[config.mk]
export PLATFORM = sky130hd
export DESIGN_NAME = three_class_priority_queue
export DESIGN_NICKNAME = d
export VERILOG_FILES = /design/src/rtl/core/tcpq_pkg.sv /design/src/rtl/core/tcpq_ctrl.sv /design/src/rtl/core/tcpq_dp.sv /design/src/rtl/core/three_class_priority_queue.sv
export SDC_FILE = /design/constraint.sdc
export NUM_CORES = 2
export LEC_CHECK = 0
export ABC_AREA = 1
export CAP_MARGIN = 30
export CORE_MARGIN = 3
export CORE_UTILIZATION = 50
export CTS_BUF_LIST = sky130_fd_sc_hd__clkbuf_2
export DETAILED_ROUTE_END_ITERATION = 10
export DONT_BUFFER_PORTS = 1
export GPL_TIMING_DRIVEN = 1
export PLACE_DENSITY = 0.7
export SLEW_MARGIN = 40
export SYNTH_ARGS = -nofsm -noshare
export SYNTH_HDL_FRONTEND = slang
export SYNTH_SLANG_ARGS = --single-unit
[constraint.sdc]
create_clock -name clk_i -period 5.4 [get_ports clk_i]
set_input_delay 0.54 -clock clk_i [delete_from_list [all_inputs] [get_ports clk_i]]
set_output_delay 0.54 -clock clk_i [all_outputs]
set_load 0.03 [all_outputs]
[src/rtl/core/tcpq_pkg.sv]
// Shared types, constants and helper functions for the three-class priority queue.
// Used by tcpq_ctrl, tcpq_dp and three_class_priority_queue; depends on nothing else.
package tcpq_pkg;

  localparam int DEPTH       = 16;
  localparam int ELEM_WIDTH  = 32;
  localparam int NUM_CLASSES = 3;

  localparam int VALUE_W  = 32;
  localparam int TOTAL_W  = 6;
  localparam int CNT_W    = $clog2(DEPTH + 1);
  localparam int SLOT_W   = $clog2(DEPTH);
  localparam int ADDR_W   = $clog2(NUM_CLASSES * DEPTH);
  localparam int SUM_W    = CNT_W + 2;
  localparam int TOTAL_MAX = (1 << TOTAL_W) - 1;

  typedef enum logic [1:0] {
    KIND_PUSH   = 2'd0,
    KIND_POP    = 2'd1,
    KIND_CHANGE = 2'd2,
    KIND_SIZE   = 2'd3
  } kind_e;

  typedef enum logic [1:0] {
    CLS_LOW  = 2'd0,
    CLS_MED  = 2'd1,
    CLS_HIGH = 2'd2,
    CLS_BAD  = 2'd3
  } cls_e;

  typedef enum logic [2:0] {
    STS_OK       = 3'd0,
    STS_EMPTY    = 3'd1,
    STS_NOMATCH  = 3'd2,
    STS_FULL     = 3'd3,
    STS_BADCLASS = 3'd4
  } status_e;

  typedef enum logic [3:0] {
    S_IDLE,
    S_DECODE,
    S_POP_WAIT,
    S_SRCH_RD,
    S_SRCH_CMP,
    S_SHIFT_RD,
    S_SHIFT_WR,
    S_FINISH
  } state_e;

  typedef enum logic [1:0] {
    RD_POP_HEAD,
    RD_SEARCH,
    RD_SHIFT_NEXT
  } rd_sel_e;

  // Commands from the controller to the datapath.
  typedef struct packed {
    logic    latch;
    logic    rd_en;
    rd_sel_e rd_sel;
    logic    push_wr;
    logic    pop_done;
    logic    srch_start;
    logic    srch_next_class;
    logic    idx_inc;
    logic    shift_wr;
    logic    move_done;
    logic    set_status;
    status_e status;
    logic    finish;
  } cmd_t;

  // Status from the datapath to the controller.
  typedef struct packed {
    kind_e kind;
    logic  cls_bad;
    logic  cls_full;
    logic  all_empty;
    logic  srch_has_entry;
    logic  srch_has_next;
    logic  match;
    logic  shift_more;
    logic  out_free;
  } sts_t;

  function automatic logic [ELEM_WIDTH-1:0] to_elem(input logic [VALUE_W-1:0] v);
    logic [63:0] w;
    w = 64'(v);
    return w[ELEM_WIDTH-1:0];
  endfunction

  function automatic logic [VALUE_W-1:0] from_elem(input logic [ELEM_WIDTH-1:0] e);
    logic [63:0] w;
    w = 64'(e);
    return w[VALUE_W-1:0];
  endfunction

  // Each class is a ring of DEPTH slots; pos counts from the oldest entry.
  function automatic logic [ADDR_W-1:0] slot_addr(input logic [1:0]        cls,
                                                  input logic [SLOT_W-1:0] head,
                                                  input logic [CNT_W-1:0]  pos);
    logic [CNT_W:0]      sum;
    logic [SLOT_W-1:0]   slot;
    logic [ADDR_W-1:0]   base;
    sum = (CNT_W+1)'(head) + (CNT_W+1)'(pos);
    if (sum >= (CNT_W+1)'(DEPTH)) begin
      sum = sum - (CNT_W+1)'(DEPTH);
    end
    slot = sum[SLOT_W-1:0];
    case (cls)
      CLS_MED:  base = ADDR_W'(DEPTH);
      CLS_HIGH: base = ADDR_W'(2 * DEPTH);
      default:  base = '0;
    endcase
    return base + ADDR_W'(slot);
  endfunction

endpackage

[src/rtl/core/tcpq_ctrl.sv]
// Controller state machine of the three-class priority queue.
// Depends on tcpq_pkg; drives the command struct of tcpq_dp and reads its status.
module tcpq_ctrl (
  input  logic            clk_i,
  input  logic            rst_ni,
  input  logic            in_valid_i,
  output logic            in_stall_o,
  input  tcpq_pkg::sts_t  sts_i,
  output tcpq_pkg::cmd_t  cmd_o
);

  tcpq_pkg::state_e state_q, state_d;

  always_ff @(posedge clk_i or negedge rst_ni) begin
    if (!rst_ni) begin
      state_q <= tcpq_pkg::S_IDLE;
    end else begin
      state_q <= state_d;
    end
  end

  always_comb begin
    state_d    = state_q;
    cmd_o      = '0;
    in_stall_o = 1'b1;
    case (state_q)
      tcpq_pkg::S_IDLE: begin
        in_stall_o = 1'b0;
        if (in_valid_i) begin
          cmd_o.latch = 1'b1;
          state_d     = tcpq_pkg::S_DECODE;
        end
      end
      tcpq_pkg::S_DECODE: begin
        cmd_o.set_status = 1'b1;
        cmd_o.status     = tcpq_pkg::STS_OK;
        state_d          = tcpq_pkg::S_FINISH;
        case (sts_i.kind)
          tcpq_pkg::KIND_PUSH: begin
            if (sts_i.cls_bad) begin
              cmd_o.status = tcpq_pkg::STS_BADCLASS;
            end else if (sts_i.cls_full) begin
              cmd_o.status = tcpq_pkg::STS_FULL;
            end else begin
              cmd_o.push_wr = 1'b1;
            end
          end
          tcpq_pkg::KIND_POP: begin
            if (sts_i.all_empty) begin
              cmd_o.status = tcpq_pkg::STS_EMPTY;
            end else begin
              cmd_o.set_status = 1'b0;
              cmd_o.rd_en      = 1'b1;
              cmd_o.rd_sel     = tcpq_pkg::RD_POP_HEAD;
              state_d          = tcpq_pkg::S_POP_WAIT;
            end
          end
          tcpq_pkg::KIND_CHANGE: begin
            if (sts_i.cls_bad) begin
              cmd_o.status = tcpq_pkg::STS_BADCLASS;
            end else begin
              cmd_o.set_status = 1'b0;
              cmd_o.srch_start = 1'b1;
              state_d          = tcpq_pkg::S_SRCH_RD;
            end
          end
          default: begin
            // Size query: the count is sampled when the result is loaded.
          end
        endcase
      end
      tcpq_pkg::S_POP_WAIT: begin
        cmd_o.pop_done   = 1'b1;
        cmd_o.set_status = 1'b1;
        cmd_o.status     = tcpq_pkg::STS_OK;
        state_d          = tcpq_pkg::S_FINISH;
      end
      tcpq_pkg::S_SRCH_RD: begin
        if (sts_i.srch_has_entry) begin
          cmd_o.rd_en  = 1'b1;
          cmd_o.rd_sel = tcpq_pkg::RD_SEARCH;
          state_d      = tcpq_pkg::S_SRCH_CMP;
        end else if (sts_i.srch_has_next) begin
          cmd_o.srch_next_class = 1'b1;
        end else begin
          cmd_o.set_status = 1'b1;
          cmd_o.status     = tcpq_pkg::STS_NOMATCH;
          state_d          = tcpq_pkg::S_FINISH;
        end
      end
      tcpq_pkg::S_SRCH_CMP: begin
        if (sts_i.match) begin
          if (sts_i.cls_full) begin
            cmd_o.set_status = 1'b1;
            cmd_o.status     = tcpq_pkg::STS_FULL;
            state_d          = tcpq_pkg::S_FINISH;
          end else begin
            state_d = tcpq_pkg::S_SHIFT_RD;
          end
        end else begin
          cmd_o.idx_inc = 1'b1;
          state_d       = tcpq_pkg::S_SRCH_RD;
        end
      end
      tcpq_pkg::S_SHIFT_RD: begin
        if (sts_i.shift_more) begin
          cmd_o.rd_en  = 1'b1;
          cmd_o.rd_sel = tcpq_pkg::RD_SHIFT_NEXT;
          state_d      = tcpq_pkg::S_SHIFT_WR;
        end else begin
          cmd_o.move_done  = 1'b1;
          cmd_o.set_status = 1'b1;
          cmd_o.status     = tcpq_pkg::STS_OK;
          state_d          = tcpq_pkg::S_FINISH;
        end
      end
      tcpq_pkg::S_SHIFT_WR: begin
        cmd_o.shift_wr = 1'b1;
        state_d        = tcpq_pkg::S_SHIFT_RD;
      end
      tcpq_pkg::S_FINISH: begin
        if (sts_i.out_free) begin
          cmd_o.finish = 1'b1;
          state_d      = tcpq_pkg::S_IDLE;
        end
      end
      default: begin
        state_d = tcpq_pkg::S_IDLE;
      end
    endcase
  end

endmodule

[src/rtl/core/tcpq_dp.sv]
// Datapath of the three-class priority queue: entry memory, class counts and
// ring heads, search position and result registers. Depends on tcpq_pkg.
module tcpq_dp (
  input  logic                           clk_i,
  input  logic                           rst_ni,
  input  tcpq_pkg::cmd_t                 cmd_i,
  output tcpq_pkg::sts_t                 sts_o,
  input  logic [1:0]                     in_kind_i,
  input  logic [1:0]                     in_priority_req_i,
  input  logic [tcpq_pkg::VALUE_W-1:0]   in_value_i,
  output logic                           out_valid_o,
  input  logic                           out_stall_i,
  output logic [2:0]                     out_status_o,
  output logic [tcpq_pkg::VALUE_W-1:0]   out_popped_value_o,
  output logic [tcpq_pkg::TOTAL_W-1:0]   out_total_count_o
);

  logic [tcpq_pkg::ELEM_WIDTH-1:0] mem [tcpq_pkg::NUM_CLASSES * tcpq_pkg::DEPTH];

  logic [tcpq_pkg::CNT_W-1:0]  cnt_q  [tcpq_pkg::NUM_CLASSES];
  logic [tcpq_pkg::SLOT_W-1:0] head_q [tcpq_pkg::NUM_CLASSES];

  tcpq_pkg::kind_e                 kind_q;
  logic [1:0]                      cls_q;
  logic [tcpq_pkg::ELEM_WIDTH-1:0] val_q;
  logic [1:0]                      sc_q;
  logic [tcpq_pkg::CNT_W-1:0]      idx_q;
  logic [tcpq_pkg::ELEM_WIDTH-1:0] rd_data_q;
  tcpq_pkg::status_e               res_status_q;
  logic [tcpq_pkg::VALUE_W-1:0]    res_popped_q;
  logic                            out_valid_q;
  logic [2:0]                      out_status_q;
  logic [tcpq_pkg::VALUE_W-1:0]    out_popped_q;
  logic [tcpq_pkg::TOTAL_W-1:0]    out_total_q;

  logic                            cls_bad;
  logic [tcpq_pkg::CNT_W-1:0]      cnt_cls;
  logic [tcpq_pkg::SLOT_W-1:0]     head_cls;
  logic [1:0]                      pop_cls;
  logic [1:0]                      sc_first;
  logic [1:0]                      sc_next;
  logic                            sc_has_next;
  logic [tcpq_pkg::CNT_W-1:0]      idx_next;
  logic [tcpq_pkg::ADDR_W-1:0]     rd_addr;
  logic                            wr_en;
  logic [tcpq_pkg::ADDR_W-1:0]     wr_addr;
  logic [tcpq_pkg::ELEM_WIDTH-1:0] wr_data;
  logic [tcpq_pkg::SUM_W-1:0]      total_sum;
  logic [tcpq_pkg::TOTAL_W-1:0]    total_sat;
  logic                            out_free;

  assign cls_bad  = (cls_q == tcpq_pkg::CLS_BAD);
  assign idx_next = idx_q + tcpq_pkg::CNT_W'(1);

  // Count and head of the target class; a bad class reads as an empty class.
  always_comb begin
    case (cls_q)
      tcpq_pkg::CLS_LOW: begin
        cnt_cls  = cnt_q[0];
        head_cls = head_q[0];
      end
      tcpq_pkg::CLS_MED: begin
        cnt_cls  = cnt_q[1];
        head_cls = head_q[1];
      end
      tcpq_pkg::CLS_HIGH: begin
        cnt_cls  = cnt_q[2];
        head_cls = head_q[2];
      end
      default: begin
        cnt_cls  = '0;
        head_cls = '0;
      end
    endcase
  end

  always_comb begin
    if (cnt_q[2] != '0) begin
      pop_cls = tcpq_pkg::CLS_HIGH;
    end else if (cnt_q[1] != '0) begin
      pop_cls = tcpq_pkg::CLS_MED;
    end else begin
      pop_cls = tcpq_pkg::CLS_LOW;
    end
  end

  // The search runs high, medium, low and skips the target class.
  assign sc_first = (cls_q == tcpq_pkg::CLS_HIGH) ? tcpq_pkg::CLS_MED : tcpq_pkg::CLS_HIGH;

  always_comb begin
    sc_next     = tcpq_pkg::CLS_LOW;
    sc_has_next = 1'b0;
    case (sc_q)
      tcpq_pkg::CLS_HIGH: begin
        sc_next     = (cls_q == tcpq_pkg::CLS_MED) ? tcpq_pkg::CLS_LOW : tcpq_pkg::CLS_MED;
        sc_has_next = 1'b1;
      end
      tcpq_pkg::CLS_MED: begin
        sc_next     = tcpq_pkg::CLS_LOW;
        sc_has_next = (cls_q != tcpq_pkg::CLS_LOW);
      end
      default: begin
        sc_has_next = 1'b0;
      end
    endcase
  end

  always_comb begin
    case (cmd_i.rd_sel)
      tcpq_pkg::RD_POP_HEAD:
        rd_addr = tcpq_pkg::slot_addr(pop_cls, head_q[pop_cls], '0);
      tcpq_pkg::RD_SHIFT_NEXT:
        rd_addr = tcpq_pkg::slot_addr(sc_q, head_q[sc_q], idx_next);
      default:
        rd_addr = tcpq_pkg::slot_addr(sc_q, head_q[sc_q], idx_q);
    endcase
  end

  // Pushes and moves append at the tail of the target class; shifts close the gap.
  always_comb begin
    wr_en   = cmd_i.push_wr | cmd_i.move_done | cmd_i.shift_wr;
    wr_addr = tcpq_pkg::slot_addr(cls_q, head_cls, cnt_cls);
    wr_data = val_q;
    if (cmd_i.shift_wr) begin
      wr_addr = tcpq_pkg::slot_addr(sc_q, head_q[sc_q], idx_q);
      wr_data = rd_data_q;
    end
  end

  always_comb begin
    total_sum = tcpq_pkg::SUM_W'(cnt_q[0]) + tcpq_pkg::SUM_W'(cnt_q[1])
              + tcpq_pkg::SUM_W'(cnt_q[2]);
    if (total_sum > tcpq_pkg::SUM_W'(tcpq_pkg::TOTAL_MAX)) begin
      total_sat = tcpq_pkg::TOTAL_W'(tcpq_pkg::TOTAL_MAX);
    end else begin
      total_sat = total_sum[tcpq_pkg::TOTAL_W-1:0];
    end
  end

  assign out_free = !out_valid_q || !out_stall_i;

  always_comb begin
    sts_o.kind           = kind_q;
    sts_o.cls_bad        = cls_bad;
    sts_o.cls_full       = !cls_bad && (cnt_cls >= tcpq_pkg::CNT_W'(tcpq_pkg::DEPTH));
    sts_o.all_empty      = (cnt_q[0] == '0) && (cnt_q[1] == '0) && (cnt_q[2] == '0);
    sts_o.srch_has_entry = (idx_q < cnt_q[sc_q]);
    sts_o.srch_has_next  = sc_has_next;
    sts_o.match          = (rd_data_q == val_q);
    sts_o.shift_more     = (idx_next < cnt_q[sc_q]);
    sts_o.out_free       = out_free;
  end

  always_ff @(posedge clk_i) begin
    if (wr_en) begin
      mem[wr_addr] <= wr_data;
    end
    if (cmd_i.rd_en) begin
      rd_data_q <= mem[rd_addr];
    end
  end

  always_ff @(posedge clk_i or negedge rst_ni) begin
    if (!rst_ni) begin
      cnt_q       <= '{default: '0};
      head_q      <= '{default: '0};
      out_valid_q <= 1'b0;
    end else begin
      for (int c = 0; c < tcpq_pkg::NUM_CLASSES; c++) begin
        if (cmd_i.pop_done && (pop_cls == 2'(c))) begin
          cnt_q[c] <= cnt_q[c] - tcpq_pkg::CNT_W'(1);
          if (head_q[c] == tcpq_pkg::SLOT_W'(tcpq_pkg::DEPTH - 1)) begin
            head_q[c] <= '0;
          end else begin
            head_q[c] <= head_q[c] + tcpq_pkg::SLOT_W'(1);
          end
        end
        if ((cmd_i.push_wr || cmd_i.move_done) && (cls_q == 2'(c))) begin
          cnt_q[c] <= cnt_q[c] + tcpq_pkg::CNT_W'(1);
        end
        if (cmd_i.move_done && (sc_q == 2'(c))) begin
          cnt_q[c] <= cnt_q[c] - tcpq_pkg::CNT_W'(1);
        end
      end
      if (cmd_i.finish) begin
        out_valid_q <= 1'b1;
      end else if (!out_stall_i) begin
        out_valid_q <= 1'b0;
      end
    end
  end

  always_ff @(posedge clk_i) begin
    if (cmd_i.latch) begin
      kind_q       <= tcpq_pkg::kind_e'(in_kind_i);
      cls_q        <= in_priority_req_i;
      val_q        <= tcpq_pkg::to_elem(in_value_i);
      res_popped_q <= '0;
    end
    if (cmd_i.srch_start) begin
      sc_q  <= sc_first;
      idx_q <= '0;
    end else if (cmd_i.srch_next_class) begin
      sc_q  <= sc_next;
      idx_q <= '0;
    end else if (cmd_i.idx_inc || cmd_i.shift_wr) begin
      idx_q <= idx_next;
    end
    if (cmd_i.pop_done) begin
      res_popped_q <= tcpq_pkg::from_elem(rd_data_q);
    end
    if (cmd_i.set_status) begin
      res_status_q <= cmd_i.status;
    end
    if (cmd_i.finish) begin
      out_status_q <= res_status_q;
      out_popped_q <= res_popped_q;
      out_total_q  <= total_sat;
    end
  end

  assign out_valid_o        = out_valid_q;
  assign out_status_o       = out_status_q;
  assign out_popped_value_o = out_popped_q;
  assign out_total_count_o  = out_total_q;

  a_cnt_bound: assert property (@(posedge clk_i) disable iff (!rst_ni)
    (cnt_q[0] <= tcpq_pkg::CNT_W'(tcpq_pkg::DEPTH)) &&
    (cnt_q[1] <= tcpq_pkg::CNT_W'(tcpq_pkg::DEPTH)) &&
    (cnt_q[2] <= tcpq_pkg::CNT_W'(tcpq_pkg::DEPTH)))
    else $error("class count above depth");

  a_one_writer: assert property (@(posedge clk_i) disable iff (!rst_ni)
    $onehot0({cmd_i.push_wr, cmd_i.move_done, cmd_i.shift_wr, cmd_i.pop_done}))
    else $error("more than one queue update in one cycle");

  a_no_overwrite: assert property (@(posedge clk_i) disable iff (!rst_ni)
    (out_valid_q && out_stall_i) |-> !cmd_i.finish)
    else $error("result overwritten while the output beat is stalled");

  a_move_other_class: assert property (@(posedge clk_i) disable iff (!rst_ni)
    cmd_i.move_done |-> (sc_q != cls_q) && (cnt_q[sc_q] != '0))
    else $error("move from target class or from an empty class");

endmodule

[src/rtl/core/three_class_priority_queue.sv]
// Top level of the three-class strict-priority queue; instantiates tcpq_ctrl and
// tcpq_dp and depends on tcpq_pkg.
//
// The block holds three FIFO classes (low, medium, high) of DEPTH entries each in a
// two-port entry memory, every class kept as a ring with its own head and count.
// Work is done one request at a time; a request is taken only while the controller is
// idle, and the result sits in an output register so the next request may be taken
// while that beat is still stalled. A push or size query goes from the accept to decode
// and finish; a pop adds a wait state for the registered memory read. A class change
// reads and compares each entry examined in the search, moves on to the next class once
// one is searched through, reads and writes back every younger entry of the source class
// that slides down to close the gap, and then appends the moved entry and finishes.
// A finished request also waits, before the controller goes idle again, for as long as
// the previous result beat stays stalled. The memory gives one registered read and one
// write per cycle. After reset all classes are empty and requests are taken at once.
module three_class_priority_queue (
  input  logic                         clk_i,
  input  logic                         rst_ni,
  input  logic                         in_valid_i,
  output logic                         in_stall_o,
  input  logic [1:0]                   in_kind_i,
  input  logic [1:0]                   in_priority_req_i,
  input  logic [tcpq_pkg::VALUE_W-1:0] in_value_i,
  output logic                         out_valid_o,
  input  logic                         out_stall_i,
  output logic [2:0]                   out_status_o,
  output logic [tcpq_pkg::VALUE_W-1:0] out_popped_value_o,
  output logic [tcpq_pkg::TOTAL_W-1:0] out_total_count_o
);

  tcpq_pkg::cmd_t cmd;
  tcpq_pkg::sts_t sts;

  tcpq_ctrl u_ctrl (
    .clk_i      (clk_i),
    .rst_ni     (rst_ni),
    .in_valid_i (in_valid_i),
    .in_stall_o (in_stall_o),
    .sts_i      (sts),
    .cmd_o      (cmd)
  );

  tcpq_dp u_dp (
    .clk_i              (clk_i),
    .rst_ni             (rst_ni),
    .cmd_i              (cmd),
    .sts_o              (sts),
    .in_kind_i          (in_kind_i),
    .in_priority_req_i  (in_priority_req_i),
    .in_value_i         (in_value_i),
    .out_valid_o        (out_valid_o),
    .out_stall_i        (out_stall_i),
    .out_status_o       (out_status_o),
    .out_popped_value_o (out_popped_value_o),
    .out_total_count_o  (out_total_count_o)
  );

endmodule
# Yosys cells after proc, flatten, opt, wreduce, memory -nomap -nowiden

Memory sizes are Yosys's and may differ from the RTL's. A register that Yosys moved wholly into a read port is not among the register bits.
Index checks and enable logic that the tools add are counted.

Register bits after elaboration: 151
Memory bits (writable): 1,536
Bits of input ports: 40
Memories: 1

$add $sub $neg: 24
Magnitude comparators: 10
Equality and inequality tests: 25
Muxes and demuxes: 105
Bitwise logic cells: 4
Reductions and logical operators: 38

Memory list:

| name     | depth | bits a word | read ports | clocked after memory_dff | write ports | line          | text |
|---|---|---|---|---|---|---|---|
| u_dp.mem | 48    | 32          | 1          | 1                        | 1           | tcpq_dp.sv:18 | `logic [tcpq_pkg::ELEM_WIDTH-1:0] mem [tcpq_pkg::NUM_CLASSES * tcpq_pkg::DEPTH];` |

Operator list:

| operator                                                          | number |
|---|---|
| 2-to-1 mux 32 bit                                                 | 3 |
| 2-to-1 mux 4 bit                                                  | 24 |
| 2-to-1 mux 5 bit                                                  | 12 |
| case mux 6 bit (2 select lines)                                   | 4 |
| equality test 32 bit                                              | 1 |
| case mux 4 bit (8 select lines)                                   | 1 |
| adder 6 x 4 -> 6 bit                                              | 5 |
| 2-to-1 mux 1 bit                                                  | 30 |
| 2-to-1 mux 6 bit                                                  | 5 |
| 2-to-1 mux 3 bit                                                  | 8 |
| adder 5 x 1 -> 5 bit, second input constant                       | 4 |
| case mux 4 bit (5 select lines)                                   | 1 |
| adder 4 x 5 -> 6 bit                                              | 3 |
| greater-or-equal comparator 6 x 5 -> 1 bit, second input constant | 3 |
| case mux 3 bit (3 select lines)                                   | 2 |
| binary-select mux 4 bit (select 2 bit)                            | 2 |
| equality test 4 x 3 -> 1 bit, second input constant               | 4 |
| subtractor 4 x 1 -> 4 bit, second input constant                  | 4 |
| zero test 5 bit                                                   | 3 |
| case mux 5 bit (3 select lines)                                   | 1 |
| subtractor 5 x 1 -> 5 bit, second input constant                  | 3 |
| 2-to-1 mux 2 bit                                                  | 7 |
| adder 4 x 1 -> 4 bit, second input constant                       | 3 |
| equality test 2 bit, second input constant                        | 6 |
| other kinds (30)                                                  | 67 |

# Longest topological paths before layout

Depth in word-level cells: 12
Gate-level depth with buffers: 22
Mapped depth without buffers: 21

# Cells and area by module

From an unflattened synthesis, not the netlist that was laid out.

Cell total of the unflattened synthesis: 7,006
Area, all modules: 76,069.2 µm²

By module, submodules not included:

| module    | times used | cells an instance | area an instance (µm²) | sequential area each (µm²) |
|---|---|---|---|---|
| tcpq_dp   | 1          | 6,912             | 75,509.9               | 51,309.2 |
| tcpq_ctrl | 1          | 94                | 559.3                  | 75.1 |

# Worst setup path after synthesis

Ideal clock, no wire load.

Path kind: register -> register
Start point: reg u_dp.sc_q[1]
End point: mem u_dp.mem[34][0] (netlist name), enable pin
Library setup time: 461 ps
Arrival time: 4,584 ps
Path slack: 355 ps
Cell stages (with the launch flop): 16
Clock period less this slack: 5,045 ps
Path through: edfxtp_1 > inv_2 > nor2_8 > a32oi_1 > inv_1 > ha_1 > nand3_1 > nand2_1 > xor2_1 > xnor2_1 > nand2_1 > nand2_1 > inv_1 > nor2_1 > inv_1 > nor3_1

Longest elaborated chain between the ends: 11
Elaborated cells on any way between the ends: 25

RTL lines:

| element                                                       | line           | text |
|---|---|---|
| from (decl)                                                   | tcpq_dp.sv:26  | `logic [1:0] sc_q;` |
| from (signal assigned)                                        | tcpq_dp.sv:201 | `sc_q <= sc_first;` |
| from (signal assigned)                                        | tcpq_dp.sv:204 | `sc_q <= sc_next;` |
| branches (longest 11 deep; another with adder 4 x 5 -> 6 bit) | n/a            |  |
| to (decl)                                                     | tcpq_dp.sv:18  |  |

Parallel ways; which one is timed is not known. The select of a mux whose other input is x is not followed.

# Worst setup path in the final report

Start point: reg u_dp.sc_q[0]
End point: reg u_dp.rd_data_q[1] (netlist name) (read register of u_dp.mem), data pin

Longest elaborated chain between the ends: 10
Elaborated cells on any way between the ends: 32

RTL lines:

| element                                                                                 | line                             | text |
|---|---|---|
| NOT 2 -> 3 bit (not written as such)                                                    | n/a                              |  |
| binary-select mux 4 bit (select 2 bit)                                                  | tcpq_dp.sv:113, tcpq_dp.sv:115   |  |
| 2-to-1 mux 4 bit (not written as such) (2 in a row)                                     | tcpq_dp.sv:113, tcpq_dp.sv:115   |  |
| adder 4 x 5 -> 6 bit                                                                    | tcpq_pkg.sv:105                  | `sum = (CNT_W+1)'(head) + (CNT_W+1)'(pos);` |
| greater-or-equal comparator 6 x 5 -> 1 bit or subtractor 4 x 1 -> 4 bit (tied branches) | tcpq_pkg.sv:106, tcpq_pkg.sv:107 |  |
| 2-to-1 mux 4 bit                                                                        | tcpq_pkg.sv:106                  | `if (sum >= (CNT_W+1)'(DEPTH)) begin` |
| 2-to-1 mux 4 bit                                                                        | tcpq_dp.sv:109                   | `case (cmd_i.rd_sel)` |
| adder 6 x 4 -> 6 bit                                                                    | tcpq_pkg.sv:115                  | `return base + ADDR_W'(slot);` |
| case mux 6 bit (2 select lines)                                                         | tcpq_dp.sv:109                   |  |
| to (decl)                                                                               | tcpq_dp.sv:28                    | `logic [tcpq_pkg::ELEM_WIDTH-1:0] rd_data_q;` |

Several ways; a longest one is shown, not always the timed one. The select of a mux whose other input is x is not followed.
A chain may end at the register's enable or synchronous reset.

==> flow_metrics.py <==
metrics = {
    "placed_design": {
        "dp.cells": 8559,
        "io_buffer_count": 0,
        "post-dp-hpwl_um": 120000,
        "gp_congestion": 0.875,
        "dpl_worst_slack_ns": 0.439,
    },
    "finish": {
        "multi_input_area_mm2": 0.0184,
        "nFillCells": 12214,
        "syn_to_final_growth_pct": 11.0,
        "seq_area_mm2": 0.0514,
        "final_cells": 9389,
        "finalNetCount": 7193,
        "drive_above_1_share_pct": 12.8,
    },
    "floorplan": {
        "num_rows": 141,
        "design.core.area_mm2": 0.149,
        "num_io_pins": 83,
        "start_util_pct": 50.6,
        "die_w_um": 394,
        "die_area_mm2": 0.155,
        "die_y_um": 394,
    },
    "logic_synthesis": {
        "ys_warn_count": 0,
        "synth_top_cell_by_area": "edfxtp_1",
        "synth_top_cell_area_share_pct": 67.1,
        "yosysUniqueCellTypes": 49,
        "synthArstFlopShare_pct": 1.80,
        "synth_area_leaders": "edfxtp_1, nand3_1, nand2_1",
        "synth-seq-cells": 1718,
        "synth_top_cells_by_count": "edfxtp_1, nand3_1, nand2_1, inv_1, buf_2",
        "syn_area_per_cell_um2": 11.2,
        "synth-edff-count": 1682,
        "syn-num-nets": 6830,
        "yosys_most_used_dff": "edfxtp_1",
        "syn_area_mm2": 0.0753,
        "synth_seq_area_share_pct": 68.2,
        "netlist_instances": 6742,
        "synth.most_common_cell": "edfxtp_1",
    },
    "sta": {
        "hold_viol_final": 0,
        "maxSlewViolCount": 0,
        "whs_ns": 0.397,
        "finalCritPeriodShare_pct": 93.5,
        "fin_ws_ns": 0.353,
        "setup_viol": 0,
        "rsz0062_at_grt": "false",
        "max_freq_ghz": 0.198,
        "tightestPinTransition_ns": 1.17,
        "final.setup.tns_ns": 0,
        "min_period_ns": 5.05,
        "fin_skew_ns": 0.191,
        "relSlewSlack_pct": 22.1,
    },
    "global_routing": {
        "grt_first_pass_wirelength_um": 323000,
        "grt_max_degree": 138,
        "overflow": 0,
        "grt_pass1_vias": 52231,
        "track_usage_pct": 27.5,
        "antenna_found_initial": 6,
    },
    "worst_setup_path": {
        "cp.arrival_ns": 6.57,
        "r2r_cells": 20,
        "r2r-start": "u_dp.sc_q[0]$_DFFE_PP_",
        "worstSetupPathType": "flop to flop",
        "start_kind": "flop",
        "crit_fanout": 55,
        "r2r_slack_ns": 0.35,
        "required_ns": 6.92,
        "end_kind": "flop",
        "r2r-end": "u_dp.rd_data_q[1]$_DFFE_PP_",
    },
    "route": {
        "met1Wirelength_um": 82600,
        "firstDrtPassIters": 6,
        "wl_met3_um": 24500,
        "vias_per_cell": 5.69,
        "wirelength_um": 217000,
        "drtAntennaViolNets": 0,
        "wl_met2_um": 101000,
        "drt_iter0_markers": 6782,
        "top_layer": "met5",
        "drc": 0,
        "avgRoutedWirePerCell_um": 23.2,
        "vias": 53433,
    },
    "clock_network": {
        "root_buffer": "clkbuf_2",
        "htreeDepth": 5,
        "clock_sinks": 1718,
        "clkLatencyLatePin_ns": 1.80,
        "cts_tree": "yes",
        "clkTransAtPathRegs_ns": 0.13,
        "cts_buffers": 425,
        "clockBufferDepth": 4,
    },
    "job": {
        "max-cap-violations": 0,
    },
    "hold_path": {
        "hold_path_end": "u_dp.out_popped_value_o[21]$_DFFE_PP_",
        "hold_depth": 0,
        "hp-class": "flop to flop",
        "hp-start": "u_dp.res_popped_q[21]$_SDFFCE_PN0P_",
    },
    "outcome": {
        "run_status": "finished clean",
    },
}
[worst max-delay path by stage]
stage / startpoint / cells after the start / end / slack, ns
floorplan: u_dp.sc_q[1]$_SDFFCE_PN0P_ / 15 / u_dp.mem[34][0]$_DFFE_PP_ / 0.36
global placement: u_dp.sc_q[0]$_DFFE_PP_ / 22 / u_dp.rd_data_q[1]$_DFFE_PP_ / 0.53
detailed placement: u_dp.sc_q[0]$_DFFE_PP_ / 20 / u_dp.rd_data_q[1]$_DFFE_PP_ / 0.44
CTS: u_dp.sc_q[0]$_DFFE_PP_ / 20 / u_dp.rd_data_q[1]$_DFFE_PP_ / 0.34
global route: u_dp.sc_q[0]$_DFFE_PP_ / 20 / u_dp.rd_data_q[5]$_DFFE_PP_ / 0.03
finish: u_dp.sc_q[0]$_DFFE_PP_ / 20 / u_dp.rd_data_q[1]$_DFFE_PP_ / 0.35
[layout by cell type, fill, tap and decap left out, drive strengths merged, types with 75 or more instances in the layout]
| cell type | n |
|---|---|
| o211ai | 256 |
| or2 | 76 |
| edfxtp | 1682 |
| buf | 196 |
| clkbuf | 603 |
| o21ai | 75 |
| nand3b | 193 |
| nand3 | 1362 |
| nand2 | 1206 |
| nor2 | 135 |
| dlygate4sd3 | 118 |
| inv | 1159 |
| clkinv | 93 |
[kinds of logic (layout without fill, tap and decap cells)]
logic type / after synthesis / count (layout) / synth area share [%]
other: 0 / 7 / 0
AOI/OAI and AO/OA: 391 / 391 / 3.57
adders and majority gates: 48 / 48 / 0.847
DFF: 1718 / 1718 / 68.2
xor gates and xnor gates: 54 / 54 / 0.628
and+or+nand+nor: 2997 / 2997 / 18.6
buffers and inverters: 1534 / 2172 / 8.14
[sequential cells by signal, summed over array words and instances (netlist names)]
| signal | count |
|---|---|
| u_dp.mem | 1536 |
| u_dp.out_popped_value_o | 32 |
| u_dp.rd_data_q | 32 |
| u_dp.res_popped_q | 32 |
| u_dp.val_q | 32 |
| u_dp.cnt_q | 15 |
| u_dp.head_q | 12 |
| u_dp.out_total_count_o | 6 |
| u_dp.idx_q | 5 |
| u_ctrl.state_q | 3 |
| u_dp.out_status_o | 3 |
| u_dp.res_status_q | 3 |
| u_dp.cls_q | 2 |
| u_dp.kind_q | 2 |
| u_dp.sc_q | 2 |
| u_dp.out_valid_o | 1 |
[worst max-delay path, stage by stage (launching register included)]
cell and delay (ns):
edfxtp_1 0.71, inv_2 0.21, nand2_1 0.12, nand3_1 0.09, nand2_1 0.11, inv_1 0.05
ha_1 0.28, a21oi_1 0.16, nor2_1 0.06, a211oi_1 0.33, nand3_1 0.31, nand3_1 0.22
nand3_4 0.30, inv_8 0.49, buf_4 0.47, nand3_1 0.13, nand3_1 0.08, nand3_1 0.14
nand3_1 0.19, nand3_1 0.27, nand2_1 0.14
[final cells by class]
cell class,count,share of cell area (%)
Antenna cell,7,0.0210
Timing Repair Buffer,314,4.19
Clock buffer,603,3.61
Sequential cell,1718,61.5
Multi-Input combinational cell,3490,22.0
Clock inverter,99,0.537
Tap cell,2002,3.00
Inverter,1156,5.23
[through the flow]
step	area [µm²]	utilization, %
3_5_place_dp	78900	53.0
4_1_cts	83600	56.2
2_1_floorplan	75300	-
5_1_grt	83600	56.2
6_report	83600	56.2
3_3_place_gp	78600	52.8
[layer usage]
metal / track usage [%] / up-vias
met2: 43.4 / 3312
met5: 0 / -
met3: 6.11 / 565
met4: 12.9 / 4
li1: - / 23932
met1: 36.5 / 25620
[timing repair]
action / 4_1_cts / 5_1_grt
gates resized for setup: 0 / 0
setup endpoints to repair: 0 / 0
buffers inserted: 0 / 0
endpoints found under the hold margin: 180 / 0
hold buffers: 120 / 0
Power is left out: the tool's default activity adds up to more than one toggle a clock period on the data nets, which glitch-free logic cannot reach.
